[config.mk]
export PLATFORM = sky130hd
export DESIGN_NAME = psr_queue
export DESIGN_NICKNAME = d
export VERILOG_FILES = /design/src/rtl/core/psr_pkg.sv /design/src/rtl/core/psr_queue.sv
export SDC_FILE = /design/constraint.sdc
export NUM_CORES = 1
export LEC_CHECK = 0
export BUFFER_PORTS_ARGS = -buffer_cell sky130_fd_sc_hd__buf_2
export CAP_MARGIN = 20
export CORE_MARGIN = 8
export CORE_UTILIZATION = 35
export CTS_CLUSTER_DIAMETER = 40
export DETAILED_ROUTE_END_ITERATION = 7
export GPL_ROUTABILITY_DRIVEN = 0
export GPL_TIMING_DRIVEN = 0
export MAX_ROUTING_LAYER = met4
export SYNTH_ARGS = -nofsm -noshare
export SYNTH_HDL_FRONTEND = slang
export SYNTH_SLANG_ARGS = --single-unit
[constraint.sdc]
create_clock -name clk -period 14.2 [get_ports clk]
set_input_delay 0.71 -clock clk [delete_from_list [all_inputs] [get_ports clk]]
set_output_delay 0.71 -clock clk [all_outputs]
set_load 0.01 [all_outputs]
[src/rtl/core/psr_pkg.sv]
// Shared types and constants for the per-symbol true range block.
// No dependencies; imported by every module of the block.
package psr_pkg;

    localparam int DEFAULT_SYMBOL_SLOTS = 256;
    localparam int QUEUE_DEPTH          = 2;
    localparam int CFG_INDEX_W          = 2;
    localparam int CFG_DATA_W           = 63;

    // register indexes
    localparam logic [CFG_INDEX_W-1:0] CFG_INTERVAL_LENGTH = 2'd0;
    localparam logic [CFG_INDEX_W-1:0] CFG_START_TIME      = 2'd1;
    localparam logic [CFG_INDEX_W-1:0] CFG_ENABLED         = 2'd2;

    // result kinds
    localparam logic KIND_TRUE_RANGE = 1'b0;
    localparam logic KIND_PASS       = 1'b1;

    typedef struct packed {
        logic [7:0]         symbol_index;
        logic [62:0]        trade_timestamp;
        logic signed [31:0] trade_price;
    } trade_t;

    typedef struct packed {
        logic               result_kind;
        logic [7:0]         result_symbol;
        logic [62:0]        result_timestamp;
        logic signed [31:0] result_value;
    } result_t;

    // classified trade handed from front to back
    typedef struct packed {
        logic        pass;
        logic [7:0]  sym;
        logic [62:0] ts;
        logic [31:0] price;
        logic [62:0] bar;
    } job_t;

endpackage

[src/rtl/core/psr_queue.sv]
// Short word queue between front and back parts.
// Depends on psr_pkg for the job word type.
module psr_queue
    import psr_pkg::*;
#(
    parameter int DEPTH = QUEUE_DEPTH
)(
    input  logic clk,
    input  logic rst_n,
    input  logic push_valid,
    output logic push_ready,
    input  job_t push_job,
    output logic pop_valid,
    input  logic pop,
    output job_t pop_job
);

    localparam int PTR_W = (DEPTH > 1) ? $clog2(DEPTH) : 1;
    localparam int CNT_W = $clog2(DEPTH + 1);

    job_t             entries_reg [DEPTH];
    logic [PTR_W-1:0] wr_ptr_reg, rd_ptr_reg;
    logic [CNT_W-1:0] count_reg;
    logic             do_push, do_pop;

    assign push_ready = (count_reg != CNT_W'(DEPTH));
    assign pop_valid  = (count_reg != '0);
    assign pop_job    = entries_reg[rd_ptr_reg];
    assign do_push    = push_valid && push_ready;
    assign do_pop     = pop && pop_valid;

    // store pushed word
    always_ff @(posedge clk)
    begin
        if (do_push)
            entries_reg[wr_ptr_reg] <= push_job;
    end

    // advance pointers and count
    always_ff @(posedge clk or negedge rst_n)
    begin
        if (!rst_n)
        begin
            wr_ptr_reg <= '0;
            rd_ptr_reg <= '0;
            count_reg  <= '0;
        end
        else
        begin
            if (do_push)
                wr_ptr_reg <= (wr_ptr_reg == PTR_W'(DEPTH - 1)) ? '0 : wr_ptr_reg + 1'b1;
            if (do_pop)
                rd_ptr_reg <= (rd_ptr_reg == PTR_W'(DEPTH - 1)) ? '0 : rd_ptr_reg + 1'b1;
            if (do_push && !do_pop)
                count_reg <= count_reg + 1'b1;
            else if (do_pop && !do_push)
                count_reg <= count_reg - 1'b1;
        end
    end

endmodule

==> flow_summary.ini <==
[status]
status = finished, final reports clean

[floorplanning]
core.rowCount = 69
die_h_microns = 206.3
start_util = 0.3554
core-area_sq_mm = 0.03566
io_pins = 340
die-area_sq_mm = 0.04255
die_w_microns = 206.3

[synth]
ys_warn_count = 0
netlist_area_sq_mm = 0.01267
syn_avg_cell_area_sq_um = 23.55
syn_inst = 538
ys_ff_latch = 338
ys_types = 15
syn_nets = 710
ys_seq_area_frac = 0.7994
yosys.area.top_type_share = 0.7915
synth_area_leaders = edfxtp_1 (79%), mux2_4 (12%), mux2_2 (5.9%), buf_6 (1.3%), dfrtp_1 (0.79%)
synth.largest_area_cell = edfxtp_1

[setup_path]
critPathSlowestCell = dfrtp_1
critical_path.startpoint = rd_ptr_reg
path_cells = buf_6 > buf_6 > buf_6 > mux2_4 > buf_2
cp_top_family = buffers and inverters
cpMostUsedCell = buf_6
critPathArrivalTime_ns = 2.00
r2r_start = count_reg[0]
crit_path_max_fanout = 10
worst-setup-path-type = reg2out
crit_path_end_kind = primary output
reg2regPathDepth = 6
r2r_slack_ns = 11.86
cp_num_cells = 5
start_kind = flop
r2r-end = entries_reg[0][52]
crit_required_ns = 13.49
setup.worst_path.end = pop_job[101]
crit_buf_inv = 4
slowest_delay_ns = 0.33

[global_route]
grt_pass1_vias = 7038
antenna_found_initial = 10
grt_remaining_overflow = 0
grt_max_degree = 57
grt_usage = 0.1327
grt_first_pass_wirelength_microns = 41060

[cts]
numCtsBuffers = 46
clk_pin_slew_ns = 0.06
cts.repair.resized = 0
clock-sinks = 338
root_buffer = clkbuf_16
clock_path_buffers = 3
clkLatencyLatePin_ns = 0.55
cts_tree = yes
htreeDepth = 2

[layout]
fin_area_sq_mm = 0.01671
largest_reg_flops = 334
drive_gt1_frac = 0.6286
final_common_cell = buf_2
area_delta_synth_final_pct = 31.90
nFillCells = 3079
nets = 1108
mostFrequentLayoutCells = buf_2 (343), edfxtp_1 (334), mux2_4 (101)

[timing]
finalHoldViolCount = 0
min_period_ns = 2.711
slew_violations = 0
slew_headroom = 0.5317
setup_viol = 0
fin_setup_tns_ns = 0
fin_crit_sh = 0.1909
fmax_mhz = 368.9
whs_ns = 0.3486
rsz0062_at_grt = false
worstMarginPinSlew_ns = 0.7007
skew_ns = 0.008750

[power_and_ir_drop]
sw_frac_of_total = 0.2909
power_frac_comb = 0.314
vdd_drop_max_uv = 126.7
p_clk_frac = 0.299
p_seq_frac = 0.387
power_leakage_nw = 6.542
power.switching_mw = 1.060
powerDensity_mw_per_mm2 = 218.0
p_int_mw = 2.584

[route]
wl_met1_microns = 10700
routed_wirelength_microns = 28200
first_iter_violations = 226
ant_nets = 0
viasPerCell = 4.446
wl_met2_microns = 14110
drc_errors = 0
vias = 6416
met3_length_microns = 2653
drt_pre_antenna_iters = 4
post_drt_wl_per_cell_microns = 19.54
top_layer = met4

[placed_design]
postPlaceCellArea_sq_mm = 0.01520
portBuffers = 339
dp_hpwl_microns = 20130

[worst_hold_path]
hold_class = in2reg
hp-start = push_job[8]

[run]
max_cap_viol_count = 0
through the flow:
stage	setup slack [ns]	util	power, mW	instances
2_1_floorplan	5.774	-	2.190	538
3_3_place_gp	0.9477	0.4192	2.644	1338
3_5_place_dp	11.58	0.4264	2.609	1348
4_1_cts	11.40	0.4681	3.714	1433
5_1_grt	11.39	0.4688	3.818	1443
6_report	11.49	0.4688	3.644	1443
worst reg2reg max path, cell delays in order (launching register included):
cell	delay, ns
dfrtp_1	0.39
nand2b_1	0.16
nand2_1	0.14
nor2_4	0.57
buf_12	0.27
buf_12	0.22
buf_12	0.25
synth_stat cells, drive strengths merged:
cell type	number
nand2	2
ha	1
nor2	2
buf	19
or2	1
mux2	167
and3	1
nand2b	1
xnor2	3
edfxtp	334
dfrtp	4
inv	1
xor2	2
final cells by class:
cell class	count	area (sq um)	area share
antenna	10	25.02	0.001497
buffer	19	188.9	0.01130
clock buffer	49	1184	0.07081
clock inverter	35	292.8	0.01752
inverter	1	3.754	0.0002246
multi-input combinational	180	2362	0.1413
sequential	338	10130	0.6060
tap	461	576.8	0.03451
timing repair buffer	350	1952	0.1168
worst min path at each step:
stage,endpoint,slack (ns),cells past startpoint
after floorplan,count_reg[0],0.41,0
after global placement,wr_ptr_reg,0.48,1
after detailed placement,count_reg[1],0.48,1
after CTS,entries_reg[0][8],0.30,1
after global routing,entries_reg[1][159],0.31,1
final,entries_reg[1][8],0.35,1
routing by layer:
metal	track usage	vias up
li1	-	2978
met1	0.1382	3161
met2	0.2218	225
met3	0.05455	52
met4	0.05346	0
met5	-	-
kinds of logic (layout without fill, tap and decap cells):
| group | Yosys count | in the layout | share of synthesized area |
|---|---|---|---|
| multiplexers | 167 | 167 | 0.1783 |
| adder cells (fa/ha/maj) | 1 | 1 | 0.0009872 |
| AND/OR/NAND/NOR | 7 | 7 | 0.002667 |
| other | 0 | 10 | 0 |
| buffers and inverters | 20 | 454 | 0.01520 |
| XOR/XNOR | 5 | 5 | 0.003456 |
| flip-flops | 338 | 338 | 0.7994 |
timing repair:
action,in CTS,in global routing
endpoints found under the setup margin,0,0
hold buffers,1,0
buffers inserted,0,0
hold endpoints to repair,4,0
power groups by stage:
stage | clock network, mW | logic, mW | registers, mW
finish | 1.09 | 1.15 | 1.41
global route | 1.16 | 1.23 | 1.43
CTS | 1.12 | 1.18 | 1.41
detailed placement | 0 | 1.18 | 1.43
global placement | 0 | 1.12 | 1.52
floorplan | 0 | 0.715 | 1.47
Note: power is estimated with default switching activity, not from simulation.
