## src/rtl/core/psr_pkg.sv

```systemverilog
// Shared types and constants for the per-symbol true range block.
// No dependencies; imported by every module of the block.
package psr_pkg;

    localparam int DEFAULT_SYMBOL_SLOTS = 256;
    localparam int QUEUE_DEPTH          = 2;
    localparam int CFG_INDEX_W          = 2;
    localparam int CFG_DATA_W           = 63;

    // register indexes
    localparam logic [CFG_INDEX_W-1:0] CFG_INTERVAL_LENGTH = 2'd0;
    localparam logic [CFG_INDEX_W-1:0] CFG_START_TIME      = 2'd1;
    localparam logic [CFG_INDEX_W-1:0] CFG_ENABLED         = 2'd2;

    // result kinds
    localparam logic KIND_TRUE_RANGE = 1'b0;
    localparam logic KIND_PASS       = 1'b1;

    typedef struct packed {
        logic [7:0]         symbol_index;
        logic [62:0]        trade_timestamp;
        logic signed [31:0] trade_price;
    } trade_t;

    typedef struct packed {
        logic               result_kind;
        logic [7:0]         result_symbol;
        logic [62:0]        result_timestamp;
        logic signed [31:0] result_value;
    } result_t;

    // classified trade handed from front to back
    typedef struct packed {
        logic        pass;
        logic [7:0]  sym;
        logic [62:0] ts;
        logic [31:0] price;
        logic [62:0] bar;
    } job_t;

endpackage

```

## src/rtl/core/psr_front.sv

```systemverilog
// Front part: accepts trades, classifies them and computes the bar number
// with a one-bit-per-cycle restoring divider. Depends on psr_pkg.
module psr_front
    import psr_pkg::*;
#(
    parameter int SYMBOL_SLOTS = DEFAULT_SYMBOL_SLOTS
)(
    input  logic        clk,
    input  logic        rst_n,
    input  logic        trade_valid,
    output logic        trade_ready,
    input  trade_t      trade,
    input  logic [31:0] interval_length,
    input  logic [62:0] start_time,
    input  logic        enabled,
    output logic        push_valid,
    input  logic        push_ready,
    output job_t        push_job
);

    typedef enum logic [2:0] {
        F_IDLE = 3'b001,
        F_DIV  = 3'b010,
        F_PUSH = 3'b100
    } fstate_t;

    fstate_t     state_reg, state_next;
    job_t        job_reg, job_next;
    logic [32:0] rem_reg, rem_next;
    logic [62:0] quo_reg, quo_next;
    logic [31:0] div_reg, div_next;
    logic [5:0]  cnt_reg, cnt_next;

    logic [32:0] shifted;
    logic        ge;
    logic [16:0] slot_ext;
    logic        in_range;

    assign trade_ready = (state_reg == F_IDLE);
    assign push_valid  = (state_reg == F_PUSH);
    assign push_job    = job_reg;

    assign slot_ext = 17'(trade.symbol_index);
    assign in_range = slot_ext < 17'(SYMBOL_SLOTS);

    // one restoring division step
    assign shifted = {rem_reg[31:0], quo_reg[62]};
    assign ge      = shifted >= {1'b0, div_reg};

    always_comb
    begin
        state_next = state_reg;
        job_next   = job_reg;
        rem_next   = rem_reg;
        quo_next   = quo_reg;
        div_next   = div_reg;
        cnt_next   = cnt_reg;
        case (state_reg)
            F_IDLE:
            begin
                if (trade_valid)
                begin
                    job_next.sym   = trade.symbol_index;
                    job_next.ts    = trade.trade_timestamp;
                    job_next.price = trade.trade_price;
                    job_next.bar   = '0;
                    if (!enabled)
                    begin
                        job_next.pass = 1'b1;
                        state_next    = F_PUSH;
                    end
                    else if (in_range)
                    begin
                        // clamp timestamps before the origin to bar zero
                        job_next.pass = 1'b0;
                        quo_next = (trade.trade_timestamp > start_time) ?
                                   (trade.trade_timestamp - start_time) : '0;
                        rem_next = '0;
                        div_next = (interval_length == '0) ? 32'd1 : interval_length;
                        cnt_next = '0;
                        state_next = F_DIV;
                    end
                    // drop out-of-range slots: stay idle
                end
            end
            F_DIV:
            begin
                rem_next = ge ? (shifted - {1'b0, div_reg}) : shifted;
                quo_next = {quo_reg[61:0], ge};
                cnt_next = cnt_reg + 6'd1;
                if (cnt_reg == 6'd62)
                begin
                    job_next.bar = {quo_reg[61:0], ge};
                    state_next   = F_PUSH;
                end
            end
            F_PUSH:
            begin
                if (push_ready)
                    state_next = F_IDLE;
            end
            default: state_next = F_IDLE;
        endcase
    end

    always_ff @(posedge clk or negedge rst_n)
    begin
        if (!rst_n)
            state_reg <= F_IDLE;
        else
            state_reg <= state_next;
    end

    always_ff @(posedge clk)
    begin
        job_reg <= job_next;
        rem_reg <= rem_next;
        quo_reg <= quo_next;
        div_reg <= div_next;
        cnt_reg <= cnt_next;
    end

endmodule

```

## config.mk

```make
export PLATFORM = sky130hd
export DESIGN_NAME = psr_front
export DESIGN_NICKNAME = d
export VERILOG_FILES = /design/src/rtl/core/psr_pkg.sv /design/src/rtl/core/psr_front.sv
export SDC_FILE = /design/constraint.sdc
export NUM_CORES = 1
export LEC_CHECK = 0
export ABC_CLOCK_PERIOD_IN_PS = 19900
export BUFFER_PORTS_ARGS = -buffer_cell sky130_fd_sc_hd__buf_2
export CELL_PAD_IN_SITES_DETAIL_PLACEMENT = 1
export CELL_PAD_IN_SITES_GLOBAL_PLACEMENT = 1
export CORE_MARGIN = 2
export CORE_UTILIZATION = 46
export DETAILED_ROUTE_END_ITERATION = 10
export GPL_TIMING_DRIVEN = 0
export PLACE_DENSITY_LB_ADDON = 0.12
export SYNTH_ARGS = -nofsm -noshare
export SYNTH_HDL_FRONTEND = slang
export SYNTH_SLANG_ARGS = --single-unit
```

## constraint.sdc

```tcl
create_clock -name clk -period 19.9 [get_ports clk]
set_input_delay 3.98 -clock clk [delete_from_list [all_inputs] [get_ports clk]]
set_output_delay 3.98 -clock clk [all_outputs]
set_load 0.01 [all_outputs]
```

==> metrics.txt <==
sequential share of power 39.5%; worst hold margin 0.5799 ns; VDD IR-drop max 0.00005465 V; CP cell instances buf_2 > inv_1 > ha_1 > fa_1 > nand2b_1 > a21oi_1 > a21oi_1 > a211oi_1 > o2111a_1 > o32ai_2 > o31a_1 > o21ai_0 > xnor2_1 > a21o_1; die footprint 38030 sq um; HPWL Detailed ~40000 um; period utilisation layout roughly 37%; Cells after DPL 2356; Area contributors post-synth edfxtp_1 (54%), ha_1 (7.2%), a21o_1 (5.4%), a21oi_1 (3.7%), xnor2_1 (3.1%); max_cap viols 0; DRT Pass-1 Iters 5; I/O pin count about 370; Mean Syn Cell Area between 10 and 15 sq um; Worst Skew between 0.01 and 0.015 ns; Total GRT Usage 26.61%; Buffers on Ports approximately 370; Tot Pwr 2.524 mW; H-tree depth 2; post-synth cell types 73; worst slew pin tran between 1 and 1.5 ns; Final GP Congestion 0.9366; count leader, synth edfxtp_1; static leakage about 9.4 nW; drt initial violations 821; CTS Hold Bufs 0; CTS tree yes; CTS Root Cell clkbuf_16; Largest delay share family, worst path compound AO/OA/AOI/OAI gates; Hold WC Path Type reg -> reg; power density cells 122.6 nW/um^2; Gate Count Post-Synth 1516; Critical Path AT roughly 7.7 ns; vias in the first global route ~14000; initial core utilization between 40% and 50%; startpoint types input port; CP endpoint kind flip-flop; CP max FO 4; Post-synth EDFFs 300; critical setup path kind in -> reg; Die X slightly below 200 um; Post-synth top cells edfxtp_1 (300), inv_1 (128), a21oi_1 (125); #FFs+latches synth ~300; Gate power share a little over a third; Overflow after GRT 0; # resized after CTS 0; core box area 35740 sq um; Die Ht 195.0 um; clk buf depth 3; CTS sink count roughly 300; first-pass GRT wire length 78830 um; FILL cells 3992; routed via count 13559; clock buffer count from CTS 36; Slew Viols, Final 0; top-area cell type share of the netlist area 53.67%; Hold Violations, Final 0; dominant synthesized flop cell edfxtp_1; slowest stage delay, CP 0.71 ns; area leader, netlist edfxtp_1; Final Critical Period around 7.4 ns; NetSw 0.8821 mW; DR WL/cell about 21 um; Post-Route WL 51470 um; final setup fails 0; worst skew pair latency between 0.5 and 0.6 ns; sequential cell area fraction in the yosys report 54.12%; cell mode on critical path a21oi_1; Yosys warnings 0; Int Pwr about 1.6 mW; Slowest-stage cell, CP a211oi_1; Setup TNS 0 ns; syn nets 1818; Buf/Inv on CP 2; # Post-CTS Setup Buffers 0; non-filler instance count after layout 2425; Switching Share 34.95%; Post-synth ARST share 0.9901%; clk slew on worst S/H paths around 0.06 ns; NumNets Final 2235; antenna-violating nets left 0; initial antenna violation count 5; DRC Markers 0; Rows 69; achievable clock frequency 135.2 MHz; RSZ-0062 raised after global routing false; clock share of power between 20% and 30%; layout cells sized above 1 24.13%; Via-to-Cell Ratio ~5.6; status completed; critical path required time 20.19 ns; synthesized area 16790 sq um; Slew headroom 32.31%; largest net degree at the start of global routing 77; area delta synth->final 22.64%; max reg flops ~170
[power groups by stage]
stage	Clock, mW	Combinational (mW)	Sequential (mW)
final	0.647	0.879	0.998
after global routing	0.684	0.955	1.01
after CTS	0.661	0.880	1.00
after detailed placement	0	0.875	1.01
after global placement	0	0.807	1.05
after floorplan	0	0.494	1.07
[layout make-up]
cell class / count / area [sq um] / area share (%)
well taps: 461 / 576.8 / 2.802
plain buffers: 97 / 395.4 / 1.921
repair buffers: 379 / 2047 / 9.943
flip-flops and latches: 303 / 9085 / 44.13
inverters: 128 / 483.0 / 2.346
multi-input cells: 988 / 6855 / 33.30
clock buffers: 44 / 952.2 / 4.625
clock inverters: 21 / 181.4 / 0.8813
diodes: 4 / 10.01 / 0.04862
[metrics by stage]
stage | instance area, sq um | setup WS, ns | util, %
3_3_place_gp | 19220 | 7.453 | 53.77
6_report | 20590 | 12.50 | 57.60
3_5_place_dp | 19440 | 12.01 | 54.40
5_1_grt | 20590 | 12.38 | 57.60
2_1_floorplan | 16790 | 10.32 | -
4_1_cts | 20580 | 12.57 | 57.57
[kinds of logic (layout without fill, tap and decap cells)]
family,count (synthesis),after routing,share of synthesized area [%]
adders and majority gates,99,99,7.469
and+or+nand+nor,376,376,11.26
DFF,303,303,54.12
AOI/OAI and AO/OA,418,418,16.89
buffers and inverters,225,669,5.218
xor gates and xnor gates,84,84,4.383
other,0,4,0
muxes,11,11,0.6560
[worst register-to-register path: cells and delay by family (launching register included)]
kind            cells  cell delay [ns]
compound gates      7             1.92
fa+ha+maj           1             0.33
buf+inv             1             0.56
flops               1             0.44
simple gates        3             0.32
[metal layers]
layer  wire, um  share of wire [%]  GRT usage, %  up-vias
li1           -                  -             -     6416
met3       2264                4.4         3.368       72
met1      21390                 42         33.10     6712
met2      26330                 51         47.43      357
met5         13              0.025             0        -
met4       1467                2.9         9.811        2
[cell usage in the layout, fill, tap and decap left out, types with 15 or more instances in the layout]
cell type  synthesis  layout
o21ai_0           49      48
clkbuf_16          0      37
nand2_1           76      76
xor2_1            24      24
o21bai_1          25      25
a21oi_1          125     124
a21o_1           121     121
nand3_1           23      23
nor2_1            99      98
nor4_1            15      15
ha_1              97      97
clkbuf_1          83      90
inv_1            128     127
nand4_1           40      40
and3_1            66      66
buf_2             10     381
xnor2_1           60      60
edfxtp_1         300     300
[path summary, 6_finish.rpt]
kind / startpoint / cells past startpoint / slack [ns] / end
worst min register to register: quo_reg[34]$_DFFE_PP_ / 1 / 0.58 / push_job[35]$_SDFFCE_PN0P_
worst max register to register: rem_reg[0]$_SDFFCE_PN0P_ / 12 / 16.08 / rem_reg[13]$_SDFFCE_PN0P_
worst max-delay path: trade[32] / 14 / 12.50 / quo_reg[58]$_DFFE_PP_
worst min-delay path: quo_reg[34]$_DFFE_PP_ / 1 / 0.58 / push_job[35]$_SDFFCE_PN0P_
min in group asynchronous: rst_n / 1 / 3.23 / state_reg[2]$_DFFE_PN0P_
max in group asynchronous: rst_n / 1 / 16.47 / state_reg[0]$_DFFE_PN1P_
(Power assumes the default switching activity.)
